--- src/design/assert_macros.svh ---
// Shared assertion macros; each expects clk and arst_n in the enclosing module.
`ifndef ASSERT_MACROS_SVH
`define ASSERT_MACROS_SVH

`define ASSERT_CLK(label, prop, msg) \
	label: assert property (@(posedge clk) disable iff (!arst_n) prop) else $error(msg);

`define ASSERT_IMPLIES(label, ante, cons, msg) \
	`ASSERT_CLK(label, (ante) |-> (cons), msg)

`define ASSERT_NEXT(label, ante, cons, msg) \
	`ASSERT_CLK(label, (ante) |=> (cons), msg)

`endif

--- src/design/apfr_pkg.sv ---
package apfr_pkg;

	localparam int PIXEL_BITS         = 12;
	localparam int CORDIC_STAGES      = 24;
	localparam int COEF_FRACTION_BITS = 24;

	localparam int COEF_W     = 32;
	localparam int BIAS_W     = 15;
	localparam int ANGLE_W    = 16;
	localparam int Z_W        = 32;
	localparam int ATAN_IDX_W = 5;
	localparam int ATAN_W     = 30;
	localparam int PROD_W     = COEF_W + PIXEL_BITS + 1;
	localparam int CORDIC_W   = PROD_W + 3;
	localparam int OUT_Q      = 46;
	localparam int SCALE_W    = 30;
	localparam int MUL_W      = Z_W + SCALE_W;
	localparam int SUM_W      = MUL_W + 1;

	localparam logic signed [SCALE_W-1:0] CENTIDEG_PER_RAD_Q16 = 30'sd375493621;

	localparam logic [ATAN_W-1:0] ATAN_Q30 [2**ATAN_IDX_W] = '{
		30'd843314856, 30'd497837829, 30'd263043836, 30'd133525158,
		30'd67021686,  30'd33543515,  30'd16775850,  30'd8388437,
		30'd4194282,   30'd2097149,   30'd1048575,   30'd524287,
		30'd262143,    30'd131071,    30'd65535,     30'd32767,
		30'd16383,     30'd8191,      30'd4095,      30'd2047,
		30'd1023,      30'd511,       30'd255,       30'd127,
		30'd63,        30'd31,        30'd15,        30'd8,
		30'd4,         30'd2,         30'd1,         30'd0
	};

	localparam logic [7:0] FRAME_HEAD = 8'hAA;
	localparam logic [7:0] FRAME_TAIL = 8'hDD;
	localparam logic [7:0] FRAME_PAD  = 8'h00;

	localparam int SLOT_W = 3;
	localparam logic [SLOT_W-1:0] SLOT_HEAD     = 3'd0;
	localparam logic [SLOT_W-1:0] SLOT_YAW_HI   = 3'd1;
	localparam logic [SLOT_W-1:0] SLOT_YAW_LO   = 3'd2;
	localparam logic [SLOT_W-1:0] SLOT_PITCH_HI = 3'd3;
	localparam logic [SLOT_W-1:0] SLOT_PITCH_LO = 3'd4;
	localparam logic [SLOT_W-1:0] SLOT_PAD      = 3'd5;
	localparam logic [SLOT_W-1:0] SLOT_TAIL     = 3'd6;

	localparam int GAP_W = 3;
	localparam logic [GAP_W-1:0] GAP_RELOAD = 3'd6;

	localparam int APB_ADDR_W = 5;
	localparam int APB_DATA_W = 32;
	localparam int REG_IDX_W  = 3;
	localparam logic [REG_IDX_W-1:0] REG_YAW_GAIN_U   = 3'd0;
	localparam logic [REG_IDX_W-1:0] REG_YAW_GAIN_V   = 3'd1;
	localparam logic [REG_IDX_W-1:0] REG_YAW_OFFSET   = 3'd2;
	localparam logic [REG_IDX_W-1:0] REG_PITCH_GAIN_U = 3'd3;
	localparam logic [REG_IDX_W-1:0] REG_PITCH_GAIN_V = 3'd4;
	localparam logic [REG_IDX_W-1:0] REG_PITCH_OFFSET = 3'd5;
	localparam logic [REG_IDX_W-1:0] REG_PITCH_BIAS   = 3'd6;

	localparam logic signed [BIAS_W-1:0] BIAS_RESET = 15'sd300;

	typedef struct packed {
		logic [PIXEL_BITS-1:0] pixel_u;
		logic [PIXEL_BITS-1:0] pixel_v;
	} pixel_t;

	typedef struct packed {
		logic [7:0] frame_byte;
		logic       last_byte;
	} frame_t;

	typedef struct packed {
		logic signed [COEF_W-1:0] yaw_gain_u;
		logic signed [COEF_W-1:0] yaw_gain_v;
		logic signed [COEF_W-1:0] yaw_offset;
		logic signed [COEF_W-1:0] pitch_gain_u;
		logic signed [COEF_W-1:0] pitch_gain_v;
		logic signed [COEF_W-1:0] pitch_offset_term;
		logic signed [BIAS_W-1:0] pitch_bias_centideg;
	} cfg_t;

	typedef struct packed {
		logic signed [CORDIC_W-1:0] x;
		logic signed [CORDIC_W-1:0] y;
		logic signed [Z_W-1:0]      z;
	} cordic_vec_t;

	typedef struct packed {
		logic        vld;
		cordic_vec_t yaw;
		cordic_vec_t pitch;
	} cordic_cell_t;

	typedef struct packed {
		logic               vld;
		logic [ANGLE_W-1:0] yaw;
		logic [ANGLE_W-1:0] pitch;
	} angle_t;

endpackage

--- src/design/apfr_regs.sv ---
module apfr_regs (
	input  logic                            clk,
	input  logic                            arst_n,
	input  logic                            psel,
	input  logic                            penable,
	input  logic                            pwrite,
	input  logic [apfr_pkg::APB_ADDR_W-1:0] paddr,
	input  logic [apfr_pkg::APB_DATA_W-1:0] pwdata,
	output logic [apfr_pkg::APB_DATA_W-1:0] prdata,
	output logic                            pready,
	output apfr_pkg::cfg_t                  cfg
);

	apfr_pkg::cfg_t                     cfg_q;
	logic [apfr_pkg::REG_IDX_W-1:0]     idx;
	logic                               wr_en;

	assign idx    = paddr[apfr_pkg::APB_ADDR_W-1:2];
	assign wr_en  = psel && penable && pwrite;
	assign pready = 1'b1;
	assign cfg    = cfg_q;

	always_ff @(posedge clk or negedge arst_n) begin
		if (!arst_n) begin
			cfg_q                     <= '0;
			cfg_q.pitch_bias_centideg <= apfr_pkg::BIAS_RESET;
		end else if (wr_en) begin
			unique case (idx)
				apfr_pkg::REG_YAW_GAIN_U:   cfg_q.yaw_gain_u        <= pwdata;
				apfr_pkg::REG_YAW_GAIN_V:   cfg_q.yaw_gain_v        <= pwdata;
				apfr_pkg::REG_YAW_OFFSET:   cfg_q.yaw_offset        <= pwdata;
				apfr_pkg::REG_PITCH_GAIN_U: cfg_q.pitch_gain_u      <= pwdata;
				apfr_pkg::REG_PITCH_GAIN_V: cfg_q.pitch_gain_v      <= pwdata;
				apfr_pkg::REG_PITCH_OFFSET: cfg_q.pitch_offset_term <= pwdata;
				apfr_pkg::REG_PITCH_BIAS: begin
					cfg_q.pitch_bias_centideg <= pwdata[apfr_pkg::BIAS_W-1:0];
				end
				default: begin
				end
			endcase
		end
	end

	always_comb begin
		unique case (idx)
			apfr_pkg::REG_YAW_GAIN_U:   prdata = cfg_q.yaw_gain_u;
			apfr_pkg::REG_YAW_GAIN_V:   prdata = cfg_q.yaw_gain_v;
			apfr_pkg::REG_YAW_OFFSET:   prdata = cfg_q.yaw_offset;
			apfr_pkg::REG_PITCH_GAIN_U: prdata = cfg_q.pitch_gain_u;
			apfr_pkg::REG_PITCH_GAIN_V: prdata = cfg_q.pitch_gain_v;
			apfr_pkg::REG_PITCH_OFFSET: prdata = cfg_q.pitch_offset_term;
			apfr_pkg::REG_PITCH_BIAS: begin
				prdata = {{(apfr_pkg::APB_DATA_W-apfr_pkg::BIAS_W){1'b0}},
					cfg_q.pitch_bias_centideg};
			end
			default: prdata = '0;
		endcase
	end

endmodule

--- config.mk ---
export PLATFORM = sky130hd
export DESIGN_NAME = apfr_regs
export DESIGN_NICKNAME = d
export VERILOG_FILES = /design/src/design/assert_macros.svh /design/src/design/apfr_pkg.sv /design/src/design/apfr_regs.sv
export SDC_FILE = /design/constraint.sdc
export NUM_CORES = 1
export LEC_CHECK = 0
export CAP_MARGIN = 20
export CORE_ASPECT_RATIO = 0.5
export CORE_UTILIZATION = 57
export DETAILED_ROUTE_END_ITERATION = 16
export DONT_BUFFER_PORTS = 1
export GPL_TIMING_DRIVEN = 0
export PLACE_DENSITY = 0.77
export RECOVER_POWER = 25
export SYNTH_ARGS = -nofsm -noshare
export SYNTH_HDL_FRONTEND = slang
export SYNTH_SLANG_ARGS = --single-unit
--- constraint.sdc ---
create_clock -name clk -period 0.98 [get_ports clk]
set_input_delay 0.049 -clock clk [delete_from_list [all_inputs] [get_ports clk]]
set_output_delay 0.049 -clock clk [all_outputs]
set_load 0.01 [all_outputs]
# After elaboration in Yosys (flattened, before gate mapping)
# Index checks and enable logic that the tools add are counted.
[totals]
latch_bits = 0
mem_bits_ro = 0
reg_bits = 207
in_bits = 42
mem_count = 0
out_inout_bits = 240
mem_bits_rw = 0
wordCells = 24
[op_classes]
shifts = 0
mux = 1
multipliers = 0
n_eq_ne = 6
div = 0
reduce_logical = 10
n_addsub = 0
n_lt_le_gt_ge = 0
bitwise_logic = 0
[op_table]
columns = ["op", "count"]
rows = [
  ["32-bit case mux with 7 select lines", 1],
  ["2-bit AND reduction", 7],
  ["3-bit == test (second input constant)", 3],
  ["3-bit by 2-bit == test with 1-bit output (second input constant)", 2],
  ["3-bit by 1-bit == test with 1-bit output (second input constant)", 1],
  ["3-bit zero test", 1],
  ["1-bit logical AND", 2],
]

# Longest topological paths before layout
# Gate-level depths: netlist (run 1).
[depth]
word_depth = 3
depth_mapped = 6
mapped_depth_nobuf = 3

# Least setup slack after synthesis (run 1)
# Ideal clock, no wire load.
[synth_timing]
path_kind = "input -> register"
start = "in paddr[4] in the netlist's numbering"
end = "reg cfg_q, in the netlist cfg[112]"
arrival_ns = 1.159
t_required_ns = 0.855
setup_time_ns = 0.125
stages = 5
path_buffers = 2
setup_slack_ns = -0.303
path_cell_list = "buf_4 > nand2b_1 > nor2_4 > buf_6 > mux2_2"
[synth_between]
elab_chain_cells = 2
[synth_lines]
columns = ["item", "line_no", "source"]
rows = [
  ["from (decl)", "apfr_regs.sv:7", "input logic [apfr_pkg::APB_ADDR_W-1:0] paddr,"],
  ["3-bit by 2-bit == test with 1-bit output", "apfr_regs.sv:28", "unique case (idx)"],
  ["2-bit AND reduction (no source line)", "n/a", ""],
  ["to (decl)", "apfr_regs.sv:14", "apfr_pkg::cfg_t cfg_q;"],
]
# No other way between the ends.
# A chain may end at the register's enable or synchronous reset.

# Worst setup path after layout (run 1)
[layout_timing]
start = "reg cfg_q, in the netlist cfg[58]"
end = "out prdata[11] in the netlist's numbering"
[layout_between]
elab_chain_cells = 1
[layout_lines]
columns = ["item", "line_no", "source"]
rows = [
  ["32-bit case mux with 7 select lines", "apfr_regs.sv:45", "unique case (idx)"],
  ["to (decl)", "apfr_regs.sv:9", "output logic [apfr_pkg::APB_DATA_W-1:0] prdata,"],
]
# No other way between the ends.

==> flow_summary.yaml, run 1 <==
outcome:
  outcome: "finished, violations left"
  violations: "negative hold slack, negative setup slack"
worst_hold_path:
  hp-class: "in2async"
synth:
  syn_inst: 673
  ys_top_cells_by_area: "dfrtp_1 (53%), mux2_2 (27%), mux2i_1 (3.7%), mux2_1 (1.3%), buf_4 (1.3%)"
  synth_nets: 715
  yosys.area.top_type: "dfrtp_1"
  async_flop_share_pct: 100.0
  synth_top_area_share_pct: 53.10
  syn_area_per_cell_um2: 14.21
  ys_seq_elements: 207
  seq_area_frac_synth_pct: 54.20
  synth-edff-count: 0
  synth_cell_types: 39
  syn_area_um2: 9567
  yosysMostFrequentCell: "mux2_2"
  synth_top_cells_by_count: "mux2_2 (228), dfrtp_1 (203), mux2i_1 (35)"
  ys.flop_type: "dfrtp_1"
  synth_warnings: 0
pwr:
  pwr-share-clk_pct: 30.5
  p_leak_uw: 0.005074
  ir_drop_uv: 1563
  pwr-share-seq_pct: 52.7
  power_uw: 24790
  power_frac_comb_pct: 16.8
  p_switching_uw: 7486
  intPower_uw: 17310
  p_per_area_nw_per_um2: 2126
  switching_share_pct: 30.19
critical_path:
  crit_type: "reg2out"
  worstPathArrival_ns: 1.75
  worst_setup_path_start_kind: "register"
  rr_startpoint: "cfg[158]$_DFFE_PN0P_"
  cp-startpoint: "cfg[58]$_DFFE_PN0P_"
  cp-end-kind: "primary output"
  crit_fanout: 3
  critPathRequiredTime_ns: 0.93
sta:
  fmax_mhz: 554.7
  slew_viol_final: 0
  fin_setup_tns_ns: -21.08
  hold_ws_ns: -0.7478
  layout_setup_ws_ns: -0.8229
  setup_viol: 143
  clock_skew_ns: 0
  rsz0062_at_grt: "yes"
  max_slew_margin_pct: 48.92
  finalHoldViolations: 212
  worstMarginPinSlew_ns: 0.7628
  finalCritPeriodShare_pct: 184.0
  period_minus_slack_ns: 1.803
routing:
  via_per_inst: 6.406
  wl_per_cell_um: 29.21
  ant_nets: 0
  drcViolationCount: 0
  finalWirelength_um: 28250
  drt_iter0_markers: 335
  first_pass_iters: 6
  vias: 6195
global_route:
  grt_pass1_wl_um: 41350
  grt_antenna_before_repair: 0
  overflow: 0
  grt_pass1_vias: 6412
  grt_max_degree: 208
  track_usage_pct: 32.63
cells_and_area:
  multi_input_area_um2: 4682
  area_delta_synth_final_pct: 21.88
  largest_reg_flops: 207
  fillerInstances: 1104
  seq_area_um2: 5299
  fin_area_um2: 11660
  nNetsFinal: 769
  layout-drive-gt1-share_pct: 58.86
floorplan:
  coreArea_um2: 16390
  dieArea_um2: 17340
  die_w_um: 185.2
  start_util_pct: 58.36
  die_h_um: 93.61
  rows: 33
  ios: 282
clocking:
  post-cts-setup-buffers: 0
  cts_buffer_depth: 3
  clk_pin_slew_ns: 0.07
  clk_latency_ns: 0.49
  ctsHoldBuffers: 32
  cts-htree-levels: 1
  cts_buffers: 20
  clockRootBuffer: "clkbuf_16"
  cts_tree: "yes"
  cts_sinks: 207
place:
  portBuffers: 0
  post_dp_cell_area_um2: 10480
  dpl.hpwl_um: 18600
  gp_congestion: 0.8273
  dpl_worst_slack_ns: -0.6458
flow_run:
  maxCapViolations: 0
cells in the final DEF, fill, tap and decap left out, types with 6 or more instances in the layout:
master           n
o22a_1           6
o21ai_1         10
o21ai_2          8
a32oi_1          6
mux2i_1         35
mux2_4         124
dfrtp_1        112
buf_6           19
dlygate4sd3_1   32
mux2_1           7
a22oi_1          6
clkbuf_2         7
a31oi_2          6
buf_8            7
a21oi_1          8
a222oi_1         8
mux2_2         108
o211ai_1         7
and3_1           8
nor2_4           7
buf_4            6
nand3b_1         8
clkbuf_1         8
clkbuf_16       21
nand2_1         17
o21a_1           6
and2_1           6
dfrtp_2         91
power by group through the flow:
stage | clock network (uW) | registers [uW] | logic, uW
finish | 7570 | 13100 | 4170
global route | 8000 | 13300 | 4450
CTS | 7660 | 12900 | 4130
detailed placement | 0 | 13000 | 3810
global placement | 0 | 12900 | 3680
floorplan | 0 | 12300 | 3310
what timing repair did:
action,in CTS,in global routing
pin swaps,6,10
endpoints found under the setup margin,209,239
resized for setup,55,63
hold endpoints to repair,414,212
cells by family after synthesis:
logic type	share of synthesized area, %
buf+inv	3.387
simple gates	4.198
mux	31.79
compound gates	6.382
flops	54.20
other cells	0.03920
final cells by class:
type / instances / share of cell area [%]
tap: 227 / 2.436
clock buffer: 32 / 5.290
inverter: 1 / 0.03219
multi-input combinational: 418 / 40.15
timing repair buffer: 32 / 2.747
sequential: 207 / 45.44
antenna: 1 / 0.02146
buffer: 47 / 3.767
clock inverter: 2 / 0.1073
layer usage:
layer  up-vias  routed length (um)  GRT usage (%)
met5         -                   0              0
met4         0                 755          10.67
met3        51                2450          9.930
met2       293               12690          49.81
met1      3245               12350          44.46
li1       2606                   -              -
stage by stage:
| step | cells | util, % |
|---|---|---|
| after global routing | 966 | 71.12 |
| final | 967 | 71.13 |
| after global placement | 900 | 63.94 |
| after CTS | 966 | 70.51 |
| after detailed placement | 900 | 63.94 |
| after floorplan | 673 | - |
critical path, cell delays in order, from the launching register on:
cell and delay [ns]:
dfrtp_1 0.44, mux2_2 0.28, a222oi_1 0.34, o21ai_1 0.20
worst paths after layout:
check | endpoint | slack, ns | cells past startpoint
min in group clk | cfg[1]$_DFFE_PN0P_ | -0.03 | 3
max in group asynchronous | cfg[166]$_DFFE_PN0P_ | 1.38 | 0
min | cfg[10]$_DFFE_PN0P_ | -0.75 | 0
max | prdata[11] | -0.82 | 3
min reg2reg | cfg[50]$_DFFE_PN0P_ | 0.57 | 1
max reg2reg | cfg[158]$_DFFE_PN0P_ | 0.12 | 1
Power figures use the tool's default switching activity.
==> run 2: changes to the inputs <==
--- a/config.mk
+++ b/config.mk
@@ -7,11 +7,11 @@
 export LEC_CHECK = 0
 export CAP_MARGIN = 20
 export CORE_ASPECT_RATIO = 0.5
-export CORE_UTILIZATION = 57
+export CORE_UTILIZATION = 50
 export DETAILED_ROUTE_END_ITERATION = 16
 export DONT_BUFFER_PORTS = 1
 export GPL_TIMING_DRIVEN = 0
-export PLACE_DENSITY = 0.77
+export PLACE_DENSITY = 0.7
 export RECOVER_POWER = 25
 export SYNTH_ARGS = -nofsm -noshare
 export SYNTH_HDL_FRONTEND = slang
==> run 2 against run 1 <==
Effect of this change: the run still ends with negative hold slack, negative setup slack left; clock skew unchanged; register-to-register slack about the same; sequential power about the same; total power up 7.1%; non-clock buffer count unchanged; wire length up 3.8%; cell count up 3.4%; clock power up 23%; critical path depth unchanged; global-route usage down 3.0 points; critical path type unchanged; critical endpoint unchanged.
==> flow_summary.yaml, run 2 (same netlist as run 1, synthesis figures left out) <==
outcome:
  outcome: "finished, violations left"
  violations: "negative hold slack, negative setup slack"
floorplan:
  ios: 282
  coreArea_um2: 18570
  die_w_um: 197.6
  die_h_um: 99.81
  start_util_pct: 51.52
  rows: 35
  dieArea_um2: 19720
sta:
  hold_ws_ns: -0.7463
  finalCritPeriodShare_pct: 184.5
  fmax_mhz: 553.2
  rsz0062_at_grt: "yes"
  max_slew_margin_pct: 39.86
  clock_skew_ns: 0
  period_minus_slack_ns: 1.808
  slew_viol_final: 0
  setup_viol: 134
  layout_setup_ws_ns: -0.8277
  finalHoldViolations: 212
  worstMarginPinSlew_ns: 0.8982
routing:
  finalWirelength_um: 29330
  ant_nets: 0
  via_per_inst: 6.244
  wl_per_cell_um: 29.33
  first_pass_iters: 5
  drt_iter0_markers: 372
  vias: 6244
  drcViolationCount: 0
cells_and_area:
  final_common_cell: "mux2_4"
  antenna_cells: 0
  layout-drive-gt1-share_pct: 59.11
  fin_util_pct: 64.02
  fin_area_um2: 11890
  fillerInstances: 1357
  layout_common_cells: "mux2_4 (127), dfrtp_1 (115), mux2_2 (105)"
  nNetsFinal: 769
  multi_input_area_um2: 4711
  seq_area_um2: 5295
  largest_reg_flops: 207
  area_delta_synth_final_pct: 24.25
  fin_cells: 1000
critical_path:
  crit_type: "reg2out"
  cp-end-kind: "primary output"
  reg2reg_to: "cfg[26]$_DFFE_PN0P_"
  cp-startpoint: "cfg[58]$_DFFE_PN0P_"
  rr_startpoint: "cfg[26]$_DFFE_PN0P_"
  crit_fanout: 3
  cp-endpoint: "prdata[11]"
  critPathRequiredTime_ns: 0.93
  r2r_slack_ns: 0.11
  worstPathArrival_ns: 1.76
  worst_setup_path_start_kind: "register"
  reg2reg_depth: 1
global_route:
  grt_antenna_before_repair: 0
  grt_max_degree: 208
  track_usage_pct: 29.66
  grt_pass1_vias: 6502
  overflow: 0
  grt_pass1_wl_um: 43300
place:
  dpl.hpwl_um: 19410
  portBuffers: 0
  placedCellCount: 932
  post_dp_cell_area_um2: 10520
  dpl_worst_slack_ns: -0.7087
  gp_congestion: 0.8101
pwr:
  p_per_area_nw_per_um2: 2235
  ir_drop_uv: 1310
  p_leak_uw: 0.005171
clocking:
  post-cts-setup-buffers: 0
  clk_latency_ns: 0.50
  cts_tree: "yes"
  clk_pin_slew_ns: 0.07
  cts-htree-levels: 1
  ctsHoldBuffers: 32
  cts_buffer_depth: 3
  cts_sinks: 207
  cts_buffers: 20
  clockRootBuffer: "clkbuf_16"
flow_run:
  maxCapViolations: 0
worst_hold_path:
  hp-class: "in2async"
[run 2: how the worst min path moves through the flow]
| stage | cells after the start | endpoint | slack (ns) | from |
|---|---|---|---|---|
| after global placement | 0 | cfg[148]$_DFFE_PN0P_ | -0.24 | arst_n |
| final | 0 | cfg[116]$_DFFE_PN0P_ | -0.75 | arst_n |
| after global routing | 0 | cfg[85]$_DFFE_PN0P_ | -0.77 | arst_n |
| after floorplan | 0 | cfg[0]$_DFFE_PN0P_ | -0.25 | arst_n |
| after CTS | 0 | cfg[0]$_DFFE_PN0P_ | -0.77 | arst_n |
| after detailed placement | 0 | cfg[180]$_DFFE_PN0P_ | -0.24 | arst_n |
[run 2: layout make-up]
cell class / count / area share (%)
buffer: 47 / 3.695
clock buffer: 25 / 4.716
clock inverter: 11 / 1.958
inverter: 1 / 0.03158
multi-input combinational: 418 / 39.63
sequential: 207 / 44.55
tap: 259 / 2.726
timing repair buffer: 32 / 2.695
[run 2: power breakdown]
group | switching [uW] | leakage, uW | internal (uW)
registers | 2690 | 0.00252 | 10400
logic | 1560 | 0.00226 | 2640
clock network | 3390 | 0.000386 | 5910
total | 7630 | 0.00517 | 18900
[run 2: routing by layer]
| metal | global-route usage, % | up-vias | wire length, um |
|---|---|---|---|
| met5 | 0 | - | 0 |
| met3 | 9.610 | 32 | 2550 |
| met1 | 41.03 | 3336 | 12880 |
| li1 | - | 2618 | - |
| met2 | 46.29 | 258 | 13560 |
| met4 | 5.247 | 0 | 329 |
[run 2: timing repair]
item / in CTS / in global routing
gates resized for setup: 68 / 50
endpoints found under the setup margin: 216 / 242
endpoints found under the hold margin: 414 / 210
pin swaps: 9 / 8
[run 2: stage by stage]
step	total power (uW)	hold slack (ns)	setup TNS, ns
after CTS	26540	-0.7679	-22.55
after global placement	16670	-0.2427	-97.19
final	26560	-0.7463	-20.62
after detailed placement	16860	-0.2440	-101.41
after global routing	27550	-0.7697	-26.48
after floorplan	15620	-0.2466	-41.93
[run 2: worst max-delay path, stage by stage (launching register included)]
cell and delay (ns):
dfrtp_1 0.44, mux2_2 0.29, a222oi_1 0.33, o21ai_1 0.20
==> run 3: changes to the inputs <==
--- a/config.mk
+++ b/config.mk
@@ -6,12 +6,14 @@
 export NUM_CORES = 1
 export LEC_CHECK = 0
 export CAP_MARGIN = 20
+export CELL_PAD_IN_SITES_DETAIL_PLACEMENT = 1
+export CELL_PAD_IN_SITES_GLOBAL_PLACEMENT = 2
 export CORE_ASPECT_RATIO = 0.5
-export CORE_UTILIZATION = 50
+export CORE_UTILIZATION = 38
 export DETAILED_ROUTE_END_ITERATION = 16
 export DONT_BUFFER_PORTS = 1
 export GPL_TIMING_DRIVEN = 0
-export PLACE_DENSITY = 0.7
+export PLACE_DENSITY = 0.77
 export RECOVER_POWER = 25
 export SYNTH_ARGS = -nofsm -noshare
 export SYNTH_HDL_FRONTEND = slang
==> constraint.sdc (replaced) <==
create_clock -name clk -period 0.98 [get_ports clk]
set_input_delay 0.049 -clock clk [delete_from_list [all_inputs] [get_ports clk]]
set_output_delay 0.049 -clock clk [all_outputs]
set_load 0.005 [all_outputs]
==> run 3 against run 2 <==
Effect of this change: the run still ends with negative hold slack, negative setup slack left; sequential cell count stayed put; critical path depth stayed put; combinational power is 1% lower; clock skew stayed put; die area is 31% higher; wire length is 13% higher; via count is 0.11% higher; design area is 0.92% lower; critical path type unchanged; critical endpoint is now prdata[0]; highest routed layer unchanged.
==> flow_summary.yaml, run 3 (same netlist as run 1, synthesis figures left out) <==
outcome:
  outcome: "finished, violations left"
  violations: "negative hold slack, negative setup slack"
global_route:
  grt_pass1_vias: 6871
  grt_antenna_before_repair: 0
  overflow: 0
  grt_max_degree: 208
  track_usage_pct: 26.07
  grt_pass1_wl_um: 49110
critical_path:
  crit_chain: "mux2_4, a222oi_1, o21ai_1"
  worst_setup_path_start_kind: "register"
  crit_fanout: 3
  reg2reg_depth: 1
  cp-end-kind: "primary output"
  critPathRequiredTime_ns: 0.93
  crit_type: "reg2out"
  cp_num_buf_inv: 0
  worstPathArrival_ns: 1.84
  rr_startpoint: "cfg[22]$_DFFE_PN0P_"
  crit_slowest_cell: "dfrtp_1"
  critPathTopFamily: "compound AO/OA/AOI/OAI gates"
  reg2reg_to: "cfg[22]$_DFFE_PN0P_"
  crit_path_max_incr_delay_ns: 0.44
  r2r_slack_ns: 0.13
clocking:
  ctsHoldBuffers: 32
  clk_pin_slew_ns: 0.06
  cts-htree-levels: 1
  clockRootBuffer: "clkbuf_16"
  cts_tree: "yes"
  cts_sinks: 207
  cts_buffers: 22
  clk_latency_ns: 0.51
  post-cts-setup-buffers: 0
  cts_buffer_depth: 3
sta:
  slew_viol_final: 0
  finalHoldViolations: 212
  finalCritPeriodShare_pct: 193.1
  layout_setup_ws_ns: -0.9120
  clock_skew_ns: 0
  hold_ws_ns: -0.7582
  fmax_mhz: 528.5
  setup_viol: 148
  fin_setup_tns_ns: -20.23
  period_minus_slack_ns: 1.892
  worstMarginPinSlew_ns: 0.9006
  max_slew_margin_pct: 39.96
  rsz0062_at_grt: "yes"
routing:
  vias: 6251
  ant_nets: 0
  via_per_inst: 5.793
  drt_iter0_markers: 442
  finalWirelength_um: 33230
  wl_per_cell_um: 30.80
  drcViolationCount: 0
  first_pass_iters: 5
place:
  portBuffers: 0
  gp_congestion: 0.8443
  placedCellCount: 1009
  dpl_worst_slack_ns: -0.8300
  dpl.hpwl_um: 22120
floorplan:
  coreArea_um2: 24320
  dieArea_um2: 25850
  ios: 282
  start_util_pct: 39.33
  die_h_um: 114.2
  die_w_um: 226.4
  rows: 40
cells_and_area:
  largest_reg_flops: 207
  area_delta_synth_final_pct: 23.11
  layout-drive-gt1-share_pct: 48.59
  nNetsFinal: 771
  fin_cells: 1079
  final_common_cell: "dfrtp_1"
  layout_common_cells: "dfrtp_1 (193), mux2_4 (128), mux2_2 (104)"
  antenna_cells: 0
pwr:
  ir_drop_uv: 1324
  p_leak_uw: 0.005250
  power_uw: 25130
  p_per_area_nw_per_um2: 2134
flow_run:
  maxCapViolations: 0
worst_hold_path:
  hp-class: "in2async"
## run 3: worst max-delay path by stage
stage                              from                   end  slack, ns  cells past startpoint
finish              cfg[47]$_DFFE_PN0P_             prdata[0]      -0.91                      3
global route        cfg[47]$_DFFE_PN0P_             prdata[0]      -0.98                      3
CTS                 cfg[47]$_DFFE_PN0P_             prdata[0]      -0.92                      3
detailed placement             paddr[3]             prdata[0]      -0.83                      5
global placement               paddr[3]             prdata[0]      -0.81                      5
floorplan                      paddr[2]  cfg[112]$_DFFE_PN0P_      -0.25                      5
## run 3: layer usage
layer / up-vias / global-route usage (%) / routed length, um
li1: 2617 / - / -
met5: - / 0 / 0
met3: 43 / 6.980 / 2171
met2: 188 / 41.35 / 15750
met4: 0 / 5.495 / 604
met1: 3403 / 35.83 / 14700
## run 3: power by group
part / internal, uW / total [uW] / switching, uW / leakage [uW]
registers: 10300 / 12400 / 2100 / 0.00262
logic: 2630 / 4140 / 1510 / 0.00226
clock network: 5060 / 8630 / 3570 / 0.000364
total: 18000 / 25100 / 7180 / 0.00525
## run 3: layout make-up
cell class,instances,area (um^2)
Sequential cell,207,5197
Fill cell,2419,12550
Buffer,47,427.9
Clock buffer,34,686.9
Clock inverter,4,45.04
Tap cell,336,420.4
Inverter,1,3.754
Timing Repair Buffer,32,320.3
Multi-Input combinational cell,418,4676
## run 3: metrics by stage
step / util (%) / cell area, um^2
2_1_floorplan: - / 10170
3_3_place_gp: 43.53 / 10590
3_5_place_dp: 43.53 / 10590
4_1_cts: 48.22 / 11730
5_1_grt: 48.42 / 11780
6_report: 48.42 / 11780
## run 3: what timing repair did
action | 4_1_cts | 5_1_grt
hold endpoints to repair | 414 | 212
gates resized for setup | 38 | 15
cloned | 0 | 0
pin swaps | 8 | 9
endpoints found under the setup margin | 231 | 239
